==> src/hdl/vpbb_pkg.sv <==
package vpbb_pkg;

    localparam int CFG_INDEX_BITS = 3;

    localparam logic [1:0] CMD_SAMPLE    = 2'd0;
    localparam logic [1:0] CMD_TARGET    = 2'd1;
    localparam logic [1:0] CMD_CALIBRATE = 2'd2;

    localparam logic [CFG_INDEX_BITS-1:0] REG_STOP_PRECISION   = 3'd0;
    localparam logic [CFG_INDEX_BITS-1:0] REG_START_HYSTERESIS = 3'd1;
    localparam logic [CFG_INDEX_BITS-1:0] REG_STABLE_DELTA     = 3'd2;
    localparam logic [CFG_INDEX_BITS-1:0] REG_STABLE_NEEDED    = 3'd3;
    localparam logic [CFG_INDEX_BITS-1:0] REG_PAUSE_SAMPLES    = 3'd4;

    localparam logic [7:0] COUNT_MAX = 8'd255;

    typedef enum logic [2:0] {
        S_IDLE,
        S_EXEC,
        S_DIV,
        S_CTRL,
        S_FINISH
    } state_t;

    typedef enum logic [1:0] {
        DIR_STOP  = 2'd0,
        DIR_OPEN  = 2'd1,
        DIR_CLOSE = 2'd2
    } dir_t;

    typedef enum logic [1:0] {
        PH_IDLE    = 2'd0,
        PH_OPENING = 2'd1,
        PH_PAUSE   = 2'd2,
        PH_CLOSING = 2'd3
    } phase_t;

    typedef struct packed {
        logic busy;
        logic done;
    } div_stat_t;

endpackage

==> src/hdl/vpbb_if.sv <==
interface vpbb_in_if #(
    parameter int SAMPLE_BITS   = 10,
    parameter int FRACTION_BITS = 12
);
    logic                     valid;
    logic                     ready;
    logic [1:0]               command;
    logic [SAMPLE_BITS-1:0]   sample;
    logic [FRACTION_BITS:0]   target;

    modport source (output valid, output command, output sample, output target, input ready);
    modport sink   (input valid, input command, input sample, input target, output ready);
endinterface

interface vpbb_out_if #(
    parameter int FRACTION_BITS = 12
);
    logic                     valid;
    logic                     ready;
    logic                     open_relay;
    logic                     close_relay;
    logic [FRACTION_BITS:0]   position;
    logic                     is_calibrated;
    logic                     is_calibrating;

    modport source (output valid, output open_relay, output close_relay, output position,
                    output is_calibrated, output is_calibrating, input ready);
    modport sink   (input valid, input open_relay, input close_relay, input position,
                    input is_calibrated, input is_calibrating, output ready);
endinterface

interface vpbb_cfg_if #(
    parameter int DATA_BITS = 13
);
    logic                                 valid;
    logic                                 ready;
    logic [vpbb_pkg::CFG_INDEX_BITS-1:0]  index;
    logic [DATA_BITS-1:0]                 data;

    modport source (output valid, output index, output data, input ready);
    modport sink   (input valid, input index, input data, output ready);
endinterface

==> src/hdl/valve_position_bang_bang_controller.sv <==
// sample under control: the request passes S_EXEC, then S_DIV, where the serial divider
// gives one quotient bit per cycle, then S_CTRL and S_FINISH, which registers the result;
// S_DIV is skipped for a zero or saturated scaling; other requests: S_EXEC, S_FINISH;
// one request at a time; the next is taken the cycle after the result is registered
// rst_n is asynchronous active low: control and configuration registers return to their
// defaults, valve stopped, uncalibrated, no calibration run
module valve_position_bang_bang_controller #(
    parameter int SAMPLE_BITS   = 10,
    parameter int FRACTION_BITS = 12
) (
    input  logic       clk,
    input  logic       rst_n,
    vpbb_in_if.sink    in,
    vpbb_out_if.source out,
    vpbb_cfg_if.sink   cfg
);
    import vpbb_pkg::*;

    localparam int POS_BITS  = FRACTION_BITS + 1;
    localparam int DIFF_BITS = FRACTION_BITS + 3;
    localparam logic [POS_BITS-1:0] ONE_FRAC = POS_BITS'(1) << FRACTION_BITS;

    state_t state_reg, state_next;

    // configuration
    logic [POS_BITS-1:0]     stop_prec_reg;
    logic [POS_BITS-1:0]     start_hyst_reg;
    logic [SAMPLE_BITS-1:0]  stable_delta_reg;
    logic [7:0]              stable_needed_reg;
    logic [7:0]              pause_samples_reg;

    // request capture
    logic [1:0]              cmd_reg;
    logic [SAMPLE_BITS-1:0]  sample_reg;
    logic [POS_BITS-1:0]     target_in_reg;

    // controller state
    logic [SAMPLE_BITS-1:0]  open_end_reg, open_end_next;
    logic [SAMPLE_BITS-1:0]  closed_end_reg, closed_end_next;
    logic [POS_BITS-1:0]     target_reg, target_next;
    logic [POS_BITS-1:0]     position_reg, position_next;
    dir_t                    dir_reg, dir_next;
    logic                    calibrated_reg, calibrated_next;
    phase_t                  phase_reg, phase_next;
    logic [SAMPLE_BITS-1:0]  prev_reg, prev_next;
    logic                    prev_valid_reg, prev_valid_next;
    logic [7:0]              stable_cnt_reg, stable_cnt_next;
    logic [7:0]              pause_cnt_reg, pause_cnt_next;

    // result register
    logic                    out_valid_reg, out_valid_next;
    logic                    out_open_reg, out_close_reg, out_cal_reg, out_caling_reg;
    logic [POS_BITS-1:0]     out_pos_reg;
    logic                    load_out;

    // divider
    logic                      div_start;
    logic [SAMPLE_BITS-1:0]    div_num, div_den;
    logic [FRACTION_BITS-1:0]  div_quo;
    div_stat_t                 div_stat;

    // scaling and stable detection terms
    logic signed [SAMPLE_BITS:0] n_val, d_val;
    logic [SAMPLE_BITS:0]        n_abs, d_abs;
    logic                        scale_zero;
    logic [SAMPLE_BITS-1:0]      read_diff;
    logic [7:0]                  stable_cnt_step;
    logic                        stable_hit;
    logic [7:0]                  pause_cnt_step;
    logic signed [DIFF_BITS-1:0] err, prec_s, hyst_s;

    vpbb_div #(
        .SAMPLE_BITS   (SAMPLE_BITS),
        .FRACTION_BITS (FRACTION_BITS)
    ) u_div (
        .clk      (clk),
        .rst_n    (rst_n),
        .start    (div_start),
        .dividend (div_num),
        .divisor  (div_den),
        .quotient (div_quo),
        .stat     (div_stat)
    );

    assign in.ready  = (state_reg == S_IDLE);
    assign cfg.ready = 1'b1;

    always_ff @(posedge clk or negedge rst_n)
    begin
        if (!rst_n)
        begin
            stop_prec_reg     <= POS_BITS'(41);
            start_hyst_reg    <= POS_BITS'(82);
            stable_delta_reg  <= SAMPLE_BITS'(10);
            stable_needed_reg <= 8'd15;
            pause_samples_reg <= 8'd20;
        end
        else if (cfg.valid)
        begin
            case (cfg.index)
                REG_STOP_PRECISION:   stop_prec_reg     <= cfg.data[POS_BITS-1:0];
                REG_START_HYSTERESIS: start_hyst_reg    <= cfg.data[POS_BITS-1:0];
                REG_STABLE_DELTA:     stable_delta_reg  <= cfg.data[SAMPLE_BITS-1:0];
                REG_STABLE_NEEDED:    stable_needed_reg <= cfg.data[7:0];
                REG_PAUSE_SAMPLES:    pause_samples_reg <= cfg.data[7:0];
                default:              ;
            endcase
        end
    end

    always_ff @(posedge clk)
    begin
        if (in.valid && in.ready)
        begin
            cmd_reg       <= in.command;
            sample_reg    <= in.sample;
            target_in_reg <= in.target;
        end
        if (load_out)
        begin
            out_open_reg   <= (dir_reg == DIR_OPEN);
            out_close_reg  <= (dir_reg == DIR_CLOSE);
            out_pos_reg    <= position_reg;
            out_cal_reg    <= calibrated_reg;
            out_caling_reg <= (phase_reg != PH_IDLE);
        end
    end

    always_ff @(posedge clk or negedge rst_n)
    begin
        if (!rst_n)
        begin
            state_reg      <= S_IDLE;
            open_end_reg   <= '0;
            closed_end_reg <= '0;
            target_reg     <= '0;
            position_reg   <= '0;
            dir_reg        <= DIR_STOP;
            calibrated_reg <= 1'b0;
            phase_reg      <= PH_IDLE;
            prev_reg       <= '0;
            prev_valid_reg <= 1'b0;
            stable_cnt_reg <= '0;
            pause_cnt_reg  <= '0;
            out_valid_reg  <= 1'b0;
        end
        else
        begin
            state_reg      <= state_next;
            open_end_reg   <= open_end_next;
            closed_end_reg <= closed_end_next;
            target_reg     <= target_next;
            position_reg   <= position_next;
            dir_reg        <= dir_next;
            calibrated_reg <= calibrated_next;
            phase_reg      <= phase_next;
            prev_reg       <= prev_next;
            prev_valid_reg <= prev_valid_next;
            stable_cnt_reg <= stable_cnt_next;
            pause_cnt_reg  <= pause_cnt_next;
            out_valid_reg  <= out_valid_next;
        end
    end

    always_comb
    begin
        n_val = $signed({1'b0, sample_reg}) - $signed({1'b0, closed_end_reg});
        d_val = $signed({1'b0, open_end_reg}) - $signed({1'b0, closed_end_reg});
        n_abs = n_val[SAMPLE_BITS] ? (SAMPLE_BITS+1)'(-n_val) : n_val;
        d_abs = d_val[SAMPLE_BITS] ? (SAMPLE_BITS+1)'(-d_val) : d_val;
        scale_zero = (d_val == '0) || (n_val == '0) || (n_val[SAMPLE_BITS] != d_val[SAMPLE_BITS]);

        read_diff = (sample_reg > prev_reg) ? (sample_reg - prev_reg) : (prev_reg - sample_reg);
        if (prev_valid_reg && (read_diff < stable_delta_reg))
            stable_cnt_step = (stable_cnt_reg == COUNT_MAX) ? COUNT_MAX : stable_cnt_reg + 8'd1;
        else
            stable_cnt_step = '0;
        stable_hit = (stable_cnt_step >= stable_needed_reg);
        pause_cnt_step = (pause_cnt_reg == COUNT_MAX) ? COUNT_MAX : pause_cnt_reg + 8'd1;

        err    = $signed({2'b00, target_reg}) - $signed({2'b00, position_reg});
        prec_s = $signed({2'b00, stop_prec_reg});
        hyst_s = $signed({2'b00, start_hyst_reg});
    end

    always_comb
    begin
        state_next      = state_reg;
        open_end_next   = open_end_reg;
        closed_end_next = closed_end_reg;
        target_next     = target_reg;
        position_next   = position_reg;
        dir_next        = dir_reg;
        calibrated_next = calibrated_reg;
        phase_next      = phase_reg;
        prev_next       = prev_reg;
        prev_valid_next = prev_valid_reg;
        stable_cnt_next = stable_cnt_reg;
        pause_cnt_next  = pause_cnt_reg;
        div_start       = 1'b0;
        div_num         = n_abs[SAMPLE_BITS-1:0];
        div_den         = d_abs[SAMPLE_BITS-1:0];
        load_out        = 1'b0;
        out_valid_next  = out_valid_reg && !out.ready;

        case (state_reg)
            S_IDLE:
            begin
                if (in.valid)
                    state_next = S_EXEC;
            end
            S_EXEC:
            begin
                state_next = S_FINISH;
                case (cmd_reg)
                    CMD_SAMPLE:
                    begin
                        case (phase_reg)
                            PH_OPENING, PH_CLOSING:
                            begin
                                stable_cnt_next = stable_cnt_step;
                                if (stable_hit)
                                begin
                                    dir_next = DIR_STOP;
                                    if (phase_reg == PH_OPENING)
                                    begin
                                        open_end_next  = sample_reg;
                                        pause_cnt_next = '0;
                                        if (pause_samples_reg == '0)
                                        begin
                                            phase_next      = PH_CLOSING;
                                            dir_next        = DIR_CLOSE;
                                            prev_valid_next = 1'b0;
                                            prev_next       = '0;
                                            stable_cnt_next = '0;
                                        end
                                        else
                                            phase_next = PH_PAUSE;
                                    end
                                    else
                                    begin
                                        closed_end_next = sample_reg;
                                        phase_next      = PH_IDLE;
                                        calibrated_next = 1'b1;
                                    end
                                end
                                else
                                begin
                                    prev_next       = sample_reg;
                                    prev_valid_next = 1'b1;
                                end
                            end
                            PH_PAUSE:
                            begin
                                pause_cnt_next = pause_cnt_step;
                                if (pause_cnt_step >= pause_samples_reg)
                                begin
                                    phase_next      = PH_CLOSING;
                                    dir_next        = DIR_CLOSE;
                                    prev_valid_next = 1'b0;
                                    prev_next       = '0;
                                    stable_cnt_next = '0;
                                end
                            end
                            default:
                            begin
                                if (calibrated_reg)
                                begin
                                    // trivial scalings skip the divider
                                    if (scale_zero)
                                    begin
                                        position_next = '0;
                                        state_next    = S_CTRL;
                                    end
                                    else if (n_abs >= d_abs)
                                    begin
                                        position_next = ONE_FRAC;
                                        state_next    = S_CTRL;
                                    end
                                    else
                                    begin
                                        div_start  = 1'b1;
                                        state_next = S_DIV;
                                    end
                                end
                            end
                        endcase
                    end
                    CMD_TARGET:
                    begin
                        if (calibrated_reg)
                            target_next = (target_in_reg > ONE_FRAC) ? ONE_FRAC : target_in_reg;
                    end
                    CMD_CALIBRATE:
                    begin
                        phase_next      = PH_OPENING;
                        dir_next        = DIR_OPEN;
                        prev_valid_next = 1'b0;
                        prev_next       = '0;
                        stable_cnt_next = '0;
                        pause_cnt_next  = '0;
                    end
                    default: ;
                endcase
            end
            S_DIV:
            begin
                if (div_stat.done)
                begin
                    position_next = {1'b0, div_quo};
                    state_next    = S_CTRL;
                end
            end
            S_CTRL:
            begin
                state_next = S_FINISH;
                case (dir_reg)
                    DIR_OPEN:
                    begin
                        if (err <= prec_s)
                            dir_next = DIR_STOP;
                    end
                    DIR_CLOSE:
                    begin
                        if (err >= -prec_s)
                            dir_next = DIR_STOP;
                    end
                    default:
                    begin
                        if (err > hyst_s)
                            dir_next = DIR_OPEN;
                        else if (err < -hyst_s)
                            dir_next = DIR_CLOSE;
                    end
                endcase
            end
            S_FINISH:
            begin
                // wait for the result slot to free up
                if (!out_valid_reg || out.ready)
                begin
                    load_out       = 1'b1;
                    out_valid_next = 1'b1;
                    state_next     = S_IDLE;
                end
            end
            default:
            begin
                state_next = S_IDLE;
            end
        endcase
    end

    assign out.valid          = out_valid_reg;
    assign out.open_relay     = out_open_reg;
    assign out.close_relay    = out_close_reg;
    assign out.position       = out_pos_reg;
    assign out.is_calibrated  = out_cal_reg;
    assign out.is_calibrating = out_caling_reg;

endmodule

==> src/hdl/vpbb_div.sv <==
module vpbb_div #(
    parameter int SAMPLE_BITS   = 10,
    parameter int FRACTION_BITS = 12
) (
    input  logic                      clk,
    input  logic                      rst_n,
    input  logic                      start,
    input  logic [SAMPLE_BITS-1:0]    dividend,
    input  logic [SAMPLE_BITS-1:0]    divisor,
    output logic [FRACTION_BITS-1:0]  quotient,
    output vpbb_pkg::div_stat_t       stat
);
    import vpbb_pkg::*;

    localparam int STEP_BITS = $clog2(FRACTION_BITS + 1);

    // restoring division, one quotient bit a cycle; dividend is below divisor
    logic                      busy_reg, busy_next;
    logic                      done_reg, done_next;
    logic [STEP_BITS-1:0]      count_reg, count_next;
    logic [SAMPLE_BITS-1:0]    rem_reg, rem_next;
    logic [SAMPLE_BITS-1:0]    dvs_reg, dvs_next;
    logic [FRACTION_BITS-1:0]  quo_reg, quo_next;
    logic [SAMPLE_BITS:0]      shifted;
    logic [SAMPLE_BITS:0]      trial;

    always_ff @(posedge clk or negedge rst_n)
    begin
        if (!rst_n)
        begin
            busy_reg  <= 1'b0;
            done_reg  <= 1'b0;
            count_reg <= '0;
        end
        else
        begin
            busy_reg  <= busy_next;
            done_reg  <= done_next;
            count_reg <= count_next;
        end
    end

    always_ff @(posedge clk)
    begin
        rem_reg <= rem_next;
        dvs_reg <= dvs_next;
        quo_reg <= quo_next;
    end

    always_comb
    begin
        busy_next  = busy_reg;
        done_next  = 1'b0;
        count_next = count_reg;
        rem_next   = rem_reg;
        dvs_next   = dvs_reg;
        quo_next   = quo_reg;
        shifted    = {rem_reg, 1'b0};
        trial      = shifted - {1'b0, dvs_reg};
        if (start)
        begin
            busy_next  = 1'b1;
            count_next = STEP_BITS'(FRACTION_BITS);
            rem_next   = dividend;
            dvs_next   = divisor;
        end
        else if (busy_reg)
        begin
            if (shifted >= {1'b0, dvs_reg})
            begin
                rem_next = trial[SAMPLE_BITS-1:0];
                quo_next = {quo_reg[FRACTION_BITS-2:0], 1'b1};
            end
            else
            begin
                rem_next = shifted[SAMPLE_BITS-1:0];
                quo_next = {quo_reg[FRACTION_BITS-2:0], 1'b0};
            end
            count_next = count_reg - STEP_BITS'(1);
            if (count_reg == STEP_BITS'(1))
            begin
                busy_next = 1'b0;
                done_next = 1'b1;
            end
        end
    end

    assign quotient  = quo_reg;
    assign stat.busy = busy_reg;
    assign stat.done = done_reg;

endmodule
==> src/flat_wrapper.sv <==
// flat-port wrapper written by rule: the top's interface ports become plain ports
module valve_position_bang_bang_controller_flat import vpbb_pkg::*;
#(
    parameter int SAMPLE_BITS   = 10,
    parameter int FRACTION_BITS = 12
)
  (clk, rst_n, in_valid, in_command, in_sample, in_target, in_ready, out_valid, out_open_relay, out_close_relay, out_position, out_is_calibrated, out_is_calibrating, out_ready, cfg_valid, cfg_index, cfg_data, cfg_ready);
  vpbb_in_if #(.SAMPLE_BITS(SAMPLE_BITS), .FRACTION_BITS(FRACTION_BITS)) in_i ();
  vpbb_out_if #(.FRACTION_BITS(FRACTION_BITS)) out_i ();
  vpbb_cfg_if cfg_i ();
  input  logic clk;
  input  logic rst_n;
  input wire logic [$bits(in_i.valid)-1:0] in_valid;
  input wire logic [$bits(in_i.command)-1:0] in_command;
  input wire logic [$bits(in_i.sample)-1:0] in_sample;
  input wire logic [$bits(in_i.target)-1:0] in_target;
  output wire logic [$bits(in_i.ready)-1:0] in_ready;
  output wire logic [$bits(out_i.valid)-1:0] out_valid;
  output wire logic [$bits(out_i.open_relay)-1:0] out_open_relay;
  output wire logic [$bits(out_i.close_relay)-1:0] out_close_relay;
  output wire logic [$bits(out_i.position)-1:0] out_position;
  output wire logic [$bits(out_i.is_calibrated)-1:0] out_is_calibrated;
  output wire logic [$bits(out_i.is_calibrating)-1:0] out_is_calibrating;
  input wire logic [$bits(out_i.ready)-1:0] out_ready;
  input wire logic [$bits(cfg_i.valid)-1:0] cfg_valid;
  input wire logic [$bits(cfg_i.index)-1:0] cfg_index;
  input wire logic [$bits(cfg_i.data)-1:0] cfg_data;
  output wire logic [$bits(cfg_i.ready)-1:0] cfg_ready;
  assign in_i.valid = in_valid;
  assign in_i.command = in_command;
  assign in_i.sample = in_sample;
  assign in_i.target = in_target;
  assign in_ready = in_i.ready;
  assign out_valid = out_i.valid;
  assign out_open_relay = out_i.open_relay;
  assign out_close_relay = out_i.close_relay;
  assign out_position = out_i.position;
  assign out_is_calibrated = out_i.is_calibrated;
  assign out_is_calibrating = out_i.is_calibrating;
  assign out_i.ready = out_ready;
  assign cfg_i.valid = cfg_valid;
  assign cfg_i.index = cfg_index;
  assign cfg_i.data = cfg_data;
  assign cfg_ready = cfg_i.ready;
  valve_position_bang_bang_controller #(.SAMPLE_BITS(SAMPLE_BITS), .FRACTION_BITS(FRACTION_BITS)) u_core (.clk(clk), .rst_n(rst_n), .in(in_i), .out(out_i), .cfg(cfg_i));
endmodule
==> config.mk <==
export PLATFORM = sky130hd
export DESIGN_NAME = valve_position_bang_bang_controller_flat
export DESIGN_NICKNAME = d
export VERILOG_FILES = /design/src/hdl/vpbb_pkg.sv /design/src/hdl/vpbb_if.sv /design/src/hdl/valve_position_bang_bang_controller.sv /design/src/hdl/vpbb_div.sv /design/src/flat_wrapper.sv
export SDC_FILE = /design/constraint.sdc
export NUM_CORES = 1
export LEC_CHECK = 0
export BUFFER_PORTS_ARGS = -buffer_cell sky130_fd_sc_hd__buf_2
export CAP_MARGIN = 20
export CORE_ASPECT_RATIO = 1.2
export CORE_MARGIN = 4
export CORE_UTILIZATION = 55
export DETAILED_ROUTE_END_ITERATION = 12
export GPL_TIMING_DRIVEN = 0
export PLACE_DENSITY_LB_ADDON = 0.15
export SKIP_LAST_GASP = 1
export SLEW_MARGIN = 40
export SYNTH_ARGS = -nofsm -noshare
export SYNTH_HDL_FRONTEND = slang
export SYNTH_SLANG_ARGS = --single-unit
==> constraint.sdc <==
create_clock -name clk -period 9 [get_ports clk]
set_input_delay 2.7 -clock clk [delete_from_list [all_inputs] [get_ports clk]]
set_output_delay 2.7 -clock clk [all_outputs]
set_load 0.01 [all_outputs]
==> qor.txt <==
commonest non-fill, non-tap cells in the layout - ha_1 (165), inv_1 (154), nand2_1 (141)
CTS Buf Count - 24
outcome - finished, final reports clean
Resized cells post-CTS - 0
critical path data required time - 9400 ps
largest net degree at the start of global routing - 70
cell chosen for the clock root - clkbuf_16
die height - 183.6 µm
clock transition at the registers of the reported paths - 60 ps
number of vias per cell - 5.756
Critical-path top delay cell - o21ai_1
CTS max path bufs - 3
Final Setup Violations - 0
Startpoint Class - flip-flop
Internal Pwr Total - 2.631 mW
sequential cell area fraction in the yosys report - 0.4065
hold_buf cts - 0
share of layout cells above drive strength 1 - 0.1108
fin nets - 1,752
DIE AREA - 28,330 µm²
Antenna Nets Post-Route - 0
measured slew at the worst slew-check pin - 819.1 ps
Fillers - 2,138
RSZ-0062 raised after global routing - no
Slew headroom - 0.4497
Max-Cap Viols - 0
Critical Path AT - 7170 ps
post-layout util - 0.6195
DRC - 0
Max VDD drop - 0.0001499 V
sequential share of power - 0.295
final WL - 32,720 µm
synthesis warning total - 0
number of global-route vias before repair - 10,750
commonest non-fill, non-tap cell in the layout - ha_1
Layout area overhead - 11.31%
WL/cell - 17.38 µm
CTS H-Tree Depth - 1
clock latency on the worst-skew pair - 530 ps
r2r setup slk - 2230 ps
syn_nets - 1,660
post-route setup TNS - 0 ps
Design Area, Final - 15,730 µm²
worst hold path type - flip-flop to flip-flop
Cells after Synth - 1,443
Sink Count - 214
GR Overflow Total - 0
Max Clk Rate - 147.8 MHz
GRT Util Overall - 0.2283
n_diodes - 0
reg2reg start - u_core.sample_reg[0]
worst slack at placement - 2042 ps
Final Hold Violating Endpoints - 0
Most used DFF post-synth - dfrtp_1
initial antenna violation count - 0
Critical Path Source - u_core.sample_reg[0]
Core Box Area - 25,380 µm²
overall power - 4.401 mW
Die X - 154.3 µm
DP HPWL - 24,860 µm
syn_area_per_cell - 9.790 µm²
sw frac - 0.4020
CTS tree - done
CP max stage delay - 510 ps
P_sw - 1.769 mW
Synth Register Bits - 214
CP Class - flip-flop to flip-flop
Post-Syn Area - 14,130 µm²
FP Rows - 64
Lkg Pwr - 7.215 nW
fin crit period - 6767 ps
Tcrit/Tclk final - 0.7519
routed via count - 10,840
Slew Viols, Final - 0
synth unique cells - 75
final worst setup slack - 2233 ps
Post-synth EDFFs - 74
DRT Pass-1 Iters - 5
hold_sp - u_core.u_div.quotient[10]
initial drt markers - 578
I/O Buffers - 64
RD Place Congestion - 0.9001
ys async rst share - 0.6542
post-CTS setup buffer count - 0
I/O pin count - 66
Worst path most repeated cell - a21oi_1
first-pass GRT wire length - 53,210 µm
crit end category - flip-flop
PwrDens - 279.9 nW/µm²
crit-path max FO - 10
Clock Power Share - 0.218
placed cell areas - 14,930 µm²
Initial Utilization - 0.5565
Worst Clk Skew - 12.09 ps
Logic pwr share - 0.487
synth_stat cells, types with 19 or more instances:
master / count / area [µm²]
nand2_1: 141 / 529.3
edfxtp_1: 74 / 2222
inv_1: 154 / 578.1
xnor2_1: 61 / 534.3
nand2b_1: 21 / 131.4
dfrtp_1: 126 / 3153
nor2b_1: 25 / 156.4
nand3_1: 28 / 140.1
nor2_1: 64 / 240.2
o21ai_0: 103 / 515.5
mux2_2: 31 / 349.1
clkbuf_1: 28 / 105.1
a21oi_1: 74 / 370.4
nor3_1: 22 / 110.1
a21o_1: 29 / 217.7
nand4_1: 19 / 118.9
ha_1: 165 / 2064
a22o_1: 37 / 324.1
critical path, delay by kind of cell (launching register included):
family / cells / cell delay (ps)
multiplexers: 2 / 790
AO/OA/AOI/OAI: 16 / 3020
adder cells (fa/ha/maj): 4 / 920
flip-flops: 1 / 420
buffers and inverters: 5 / 1160
AND/OR/NAND/NOR: 2 / 330
metal layers:
metal | vias to the layer above | global-route usage | wire length, µm
met5 | - | 0 | 0
met4 | 0 | 0.07350 | 1009
met3 | 66 | 0.02402 | 1165
met2 | 218 | 0.4231 | 16900
met1 | 5203 | 0.2783 | 13650
li1 | 5352 | - | -
cell families after synthesis:
group | share of synthesized area
XOR/XNOR | 0.04898
flip-flops | 0.4065
AND/OR/NAND/NOR | 0.1407
adder cells (fa/ha/maj) | 0.1546
multiplexers | 0.03472
AO/OA/AOI/OAI | 0.1626
other | 0.0002654
buffers and inverters | 0.05154
area by class of cell:
| type | instances | area (µm²) | share of cell area |
|---|---|---|---|
| Buffer | 33 | 150.1 | 0.009548 |
| Clock buffer | 28 | 646.9 | 0.04114 |
| Clock inverter | 16 | 135.1 | 0.008593 |
| Inverter | 154 | 578.1 | 0.03676 |
| Multi-Input combinational cell | 1042 | 7674 | 0.4880 |
| Sequential cell | 214 | 5743 | 0.3652 |
| Tap cell | 330 | 412.9 | 0.02626 |
| Timing Repair Buffer | 66 | 385.4 | 0.02451 |
metrics by stage:
stage / instances / hold WS (ps)
floorplan: 1443 / 424.9
global placement: 1837 / 437.2
detailed placement: 1839 / 439.0
CTS: 1883 / 453.9
global route: 1883 / 473.3
finish: 1883 / 455.3
power groups by stage:
stage	clock network (mW)	logic [mW]	registers, mW
after floorplan	0	1.61	1.29
after detailed placement	0	2.12	1.31
after global routing	1.02	2.43	1.32
after CTS	0.978	2.14	1.30
final	0.960	2.14	1.30
after global placement	0	2.06	1.31
worst paths after layout:
kind	endpoint	cells past startpoint
min in group asynchronous	u_core.start_hyst_reg[8]	1
max in group asynchronous	u_core.stable_delta_reg[3]	2
max reg2reg	u_core.pause_cnt_reg[0]	29
max	u_core.pause_cnt_reg[0]	29
min reg2reg	u_core.u_div.quotient[11]	0
min	u_core.u_div.quotient[11]	0
Note: power is estimated with default switching activity, not from simulation.
